**src/hw/rtl/cspic_pkg.sv**
```systemverilog
// Shared types, widths, step codes and helpers for the cross-section Pearson block.
// Used by the controller, the datapath, the top level and the checker.
`timescale 1ns / 1ps
`default_nettype none
package cspic_pkg;

    // Default parameter values
    localparam int ROW_LEN_MAX_DEF = 1024;
    localparam int ROWS_MAX_DEF    = 1048576;
    localparam int SAMPLE_BITS_DEF = 24;

    // Port widths
    localparam int IN_W  = 24;
    localparam int ID_W  = 48;   // input tdata
    localparam int IU_W  = 3;    // input tuser
    localparam int OD_W  = 128;  // output tdata
    localparam int OU_W  = 2;    // output tuser

    // Row sums, sized for the largest row length (4096 pairs)
    localparam int CNT_W = 13;
    localparam int SX_W  = 36;
    localparam int SXY_W = 60;
    localparam int SXX_W = 59;

    // Shared arithmetic units
    localparam int MW    = 72;   // multiplier operand
    localparam int PW    = 144;  // product and divisor
    localparam int QW    = 61;   // quotient
    localparam int SQW   = 102;  // square root radicand
    localparam int RW    = 51;   // square root result
    localparam int UC_W  = 7;    // iteration counter

    // Panel totals
    localparam int CT_W  = 52;
    localparam int CST_W = 51;
    localparam int VR_W  = 21;

    // Unit codes
    localparam logic [1:0] U_MUL  = 2'd0;
    localparam logic [1:0] U_DIV  = 2'd1;
    localparam logic [1:0] U_SQRT = 2'd2;
    localparam logic [1:0] U_NONE = 2'd3;

    // Sequencer steps
    localparam int STEP_W = 5;
    localparam logic [STEP_W-1:0] STP_NXY   = 5'd0;
    localparam logic [STEP_W-1:0] STP_XY    = 5'd1;
    localparam logic [STEP_W-1:0] STP_NXX   = 5'd2;
    localparam logic [STEP_W-1:0] STP_XX    = 5'd3;
    localparam logic [STEP_W-1:0] STP_NYY   = 5'd4;
    localparam logic [STEP_W-1:0] STP_YY    = 5'd5;
    localparam logic [STEP_W-1:0] STP_NUM2  = 5'd6;
    localparam logic [STEP_W-1:0] STP_DEN   = 5'd7;
    localparam logic [STEP_W-1:0] STP_RDIV  = 5'd8;
    localparam logic [STEP_W-1:0] STP_RSQRT = 5'd9;
    localparam logic [STEP_W-1:0] STP_QSQ   = 5'd10;
    localparam logic [STEP_W-1:0] STP_ROW   = 5'd11;
    localparam logic [STEP_W-1:0] STP_CSQ   = 5'd12;
    localparam logic [STEP_W-1:0] STP_TSQ   = 5'd13;
    localparam logic [STEP_W-1:0] STP_MEAN  = 5'd14;
    localparam logic [STEP_W-1:0] STP_VSQRT = 5'd15;
    localparam logic [STEP_W-1:0] STP_STD   = 5'd16;
    localparam logic [STEP_W-1:0] STP_RATIO = 5'd17;
    localparam logic [STEP_W-1:0] STP_PANEL = 5'd18;

    // Controller to datapath
    typedef struct packed {
        logic                acc;
        logic                start;
        logic [STEP_W-1:0]   step;
        logic                emit;
    } t_cmd;

    // Datapath to controller
    typedef struct packed {
        logic done;
        logic eop;
        logic out_free;
    } t_sts;

    // Unit that carries out a step
    function automatic logic [1:0] unit_of(input logic [STEP_W-1:0] step);
        logic [1:0] u;
        unique case (step) inside
            STP_RDIV, STP_MEAN, STP_STD, STP_RATIO: u = U_DIV;
            STP_RSQRT, STP_VSQRT:                   u = U_SQRT;
            STP_ROW, STP_PANEL:                     u = U_NONE;
            default:                                u = U_MUL;
        endcase
        return u;
    endfunction

endpackage
`default_nettype wire

```
**src/hw/rtl/cspic_ctrl.sv**
```systemverilog
// Step sequencer for the cross-section Pearson block.
// Depends on cspic_pkg; drives the datapath through t_cmd and reads t_sts.
`timescale 1ns / 1ps
`default_nettype none
module cspic_ctrl
    import cspic_pkg::*;
(
    input  wire logic i_clk,
    input  wire logic i_rst_n,
    input  wire logic i_s_tvalid,
    input  wire logic i_eor,
    input  wire logic i_eop,
    output logic      o_s_tready,
    output t_cmd      o_cmd,
    input  t_sts      i_sts
);

    localparam logic [1:0] S_IDLE  = 2'd0;
    localparam logic [1:0] S_ISSUE = 2'd1;
    localparam logic [1:0] S_WAIT  = 2'd2;
    localparam logic [1:0] S_OUT   = 2'd3;

    logic [1:0]        r_state, n_state;
    logic [STEP_W-1:0] r_step, n_step;
    logic              w_acc;

    assign o_s_tready = (r_state == S_IDLE);
    assign w_acc      = i_s_tvalid && o_s_tready;

    // Command word
    always_comb begin
        o_cmd.acc   = w_acc;
        o_cmd.start = (r_state == S_ISSUE);
        o_cmd.step  = r_step;
        o_cmd.emit  = (r_state == S_OUT) && i_sts.out_free;
    end

    // Walk the steps of a row, and of a panel when it closes
    always_comb begin
        n_state = r_state;
        n_step  = r_step;
        unique case (r_state)
            S_IDLE: begin
                if (w_acc && (i_eor || i_eop)) begin
                    n_step  = STP_NXY;
                    n_state = S_ISSUE;
                end
            end
            S_ISSUE: begin
                n_state = S_WAIT;
            end
            S_WAIT: begin
                if (i_sts.done) begin
                    if ((r_step == STP_ROW && !i_sts.eop) || r_step == STP_PANEL) begin
                        n_state = S_OUT;
                    end else begin
                        n_step  = r_step + 1'b1;
                        n_state = S_ISSUE;
                    end
                end
            end
            S_OUT: begin
                if (i_sts.out_free) begin
                    n_state = S_IDLE;
                end
            end
            default: n_state = S_IDLE;
        endcase
    end

    always_ff @(posedge i_clk) begin
        if (!i_rst_n) begin
            r_state <= S_IDLE;
            r_step  <= STP_NXY;
        end else begin
            r_state <= n_state;
            r_step  <= n_step;
        end
    end

endmodule
`default_nettype wire

```
**config.mk**
```make
export PLATFORM = sky130hd
export DESIGN_NAME = cspic_ctrl
export DESIGN_NICKNAME = d
export VERILOG_FILES = /design/src/hw/rtl/cspic_pkg.sv /design/src/hw/rtl/cspic_ctrl.sv
export SDC_FILE = /design/constraint.sdc
export NUM_CORES = 1
export LEC_CHECK = 0
export ABC_AREA = 1
export BUFFER_PORTS_ARGS = -buffer_cell sky130_fd_sc_hd__clkbuf_2
export CORE_AREA = 5 5 42 44
export CTS_CLUSTER_DIAMETER = 150
export DETAILED_ROUTE_END_ITERATION = 16
export DIE_AREA = 0 0 47 49
export SLEW_MARGIN = 20
export SYNTH_ARGS = -nofsm -noshare
export SYNTH_HDL_FRONTEND = slang
export SYNTH_SLANG_ARGS = --single-unit
```
**constraint.sdc**
```tcl
create_clock -name i_clk -period 3.3 [get_ports i_clk]
set_input_delay 0.165 -clock i_clk [delete_from_list [all_inputs] [get_ports i_clk]]
set_output_delay 0.165 -clock i_clk [all_outputs]
set_load 0.005 [all_outputs]
```
==> flow_summary.ini <==
[outcome]
status = finished, final reports clean

[worst_setup_path]
crit_path_end_kind = register
crit_slowest_cell = dfxtp_1
path_class = reg -> reg
start_kind = register
path_cells = ha_1 -> nand2_1 -> inv_1 -> nand2_1 -> nand2_1 -> nand2_1 -> nand3_2 -> nand2_1 -> inv_1 -> nor2_1
r2r_slack_ns = 1.81
r2r-start = r_step[1]$_SDFFE_PN0P_
crit_required_ns = 3.45
cp-startpoint = r_step[1]$_SDFFE_PN0P_
cp_max_fo = 7
critical_path_buf_inv_count = 2
cp.arrival_ns = 1.64
r2r_end = r_step[4]$_SDFFE_PN0P_
rr_worst_depth = 10
critPathMaxStageDelay_ns = 0.43
crit_top_cell = nand2_1
cp_top_family = simple AND/OR/NAND/NOR gates

[yosys]
synth_compound_area_frac = 0.109
synthTopCellsByArea = dfxtp_1, nand2_1, inv_1
yosysWarnings = 0
synth_largest_area_cell = dfxtp_1
synthAdderAreaFrac = 0.0519
ys_ff_latch = 7
synthMuxAreaShare = 0
yosysTopAreaCellShare = 0.291
synthesis.area_sq_um = 482
synth.distinct_cells = 18
syn_area_per_cell_sq_um = 6.26
syn-num-nets = 87
yosys.area_share.simple = 0.421
synth_top_family_by_area = simple AND/OR/NAND/NOR gates
syn-instance-count = 77
seq_area_frac_synth = 0.291
yosys.area_share.xor_xnor = 0

[timing]
fin_ws_ns = 1.81
hold_violations = 0
clock_skew_ns = 0.00784
setup_viol = 0
min_period_over_period = 0.453
slew_headroom = 0.733
rsz0062_at_grt = no
fmax_ghz = 0.669
fin_crit_ns = 1.49
report.final.slew_viol_count = 0
tightest_slew_ns = 0.397
tns_ns = 0

[drt]
via_count = 523
first_iter_violations = 10
post_drt_wl_per_cell_microns = 9.74
drcViolationCount = 0
routed_via_density = 4.71
drtAntennaViolNets = 0
dr.pass1.iters = 4
wl_microns = 1080

[final_layout]
final_common_cell = nand2_1
post-route-util = 0.426
fin_cells = 111
nets = 106
area_growth_pct = 23.9
layout-drive-gt1-share = 0.263
fillers = 166
multi_input_area_sq_um = 280
antenna_cells = 0
layout_common_cells = nand2_1, clkbuf_2, inv_1
regArea_sq_um = 140

[die]
num_rows = 14
die_area_sq_mm = 0.00230
fp.dieH_microns = 49
die_x_microns = 47
io_pins = 17
core_area_sq_mm = 0.00140
start_util = 0.344

[job]
maxCapViolations = 0

[global_routing]
antenna_found_initial = 0
grt_pass1_vias = 447
grt.overflow.total = 0
track_usage = 0.106
grt_max_degree = 10
grt_pass1_wl_microns = 1790

[min_path]
hold_path_depth = 3
hold_path_class = in -> reg
whs_endpoint = r_state[0]$_SDFFE_PN0P_
hold_path.startpoint = i_rst_n

[clocking]
clock_path_buffers = 2
cts_buffers = 3
cts_tree = built
cts-resized-gates = 0
cts-root-buf = clkbuf_4
cts_sinks = 7
holdBufCountCts = 0
htree_levels = 1
post-cts-setup-buffers = 0
clkTransAtPathRegs_ns = 0.06
clk-insertion-delay-late_ns = 0.26

[pwr]
seq_power_share = 0.395
power_switching_uw = 90.6
combPwrFrac = 0.301
switching_share = 0.351
p_int_uw = 168
p_leak_uw = 0.000323
clockPowerShare = 0.304
power.density_mw_per_mm2 = 433
ir_drop_uv = 309

[place]
place_hpwl_microns = 887
port_buffers = 16
dp_slack_ns = 1.81
gp_congestion = 0.798
dp_cells = 107
==> synth_stat cells (all sizes together) <==
cell	number
nand3	7
ha	2
a31oi	1
nand4	5
nand2	21
dfxtp	7
and2	1
nor2	10
inv	13
nor3	1
o21ai	2
a21oi	5
buf	2
==> flip-flops by register name, summed over array words and instances (netlist names) <==
register,count
r_step,5
r_state,2
==> worst max path at each step <==
stage / to / slack (ns) / cells past startpoint
floorplan: r_step[4]$_SDFFE_PN0P_ / 1.99 / 10
global placement: r_step[3]$_SDFFE_PN0P_ / 1.86 / 9
detailed placement: r_step[2]$_SDFFE_PN0P_ / 1.81 / 9
CTS: r_step[2]$_SDFFE_PN0P_ / 1.79 / 9
global route: r_step[2]$_SDFFE_PN0P_ / 1.61 / 9
finish: r_step[4]$_SDFFE_PN0P_ / 1.81 / 10
==> cells by family after synthesis <==
group,Yosys count
buffers and inverters,15
AO/OA/AOI/OAI,8
AND/OR/NAND/NOR,45
flip-flops,7
adder cells (fa/ha/maj),2
==> worst min-delay path, stage by stage <==
cell	delay [ns]
clkbuf_2	0.13
nand2_1	0.07
nor2_1	0.03
==> power groups by stage <==
stage,sequential [uW],combinational [uW],clock (uW)
3_5_place_dp,104,79.0,0
6_report,102,77.9,78.6
2_1_floorplan,103,56.9,0
5_1_grt,104,91.2,87.2
4_1_cts,102,79.3,81.4
3_3_place_gp,104,79.0,0
==> layout make-up <==
type                    instances  area share
clock buffers                   3      0.0377
repair buffers                 16       0.134
inverters                      13      0.0818
clock inverters                 1     0.00839
multi-input cells              55       0.470
well taps                      16      0.0335
flip-flops and latches          7       0.235
==> per-layer routing <==
| metal | global-route usage | part of all wire | up-vias |
|---|---|---|---|
| met2 | 0.165 | 0.46 | 15 |
| met5 | 0 | 0 | - |
| met1 | 0.123 | 0.44 | 227 |
| met4 | 0.0276 | 0 | 0 |
| met3 | 0.0554 | 0.10 | 0 |
| li1 | - | - | 281 |
==> metrics by stage <==
| stage | hold slack, ns | power [uW] | instance area, sq um |
|---|---|---|---|
| 2_1_floorplan | 0.285 | 159 | 482 |
| 3_3_place_gp | 0.449 | 183 | 569 |
| 3_5_place_dp | 0.454 | 183 | 569 |
| 4_1_cts | 0.180 | 263 | 597 |
| 5_1_grt | 0.201 | 282 | 597 |
| 6_report | 0.183 | 259 | 597 |
Note: power is estimated with default switching activity, not from simulation.
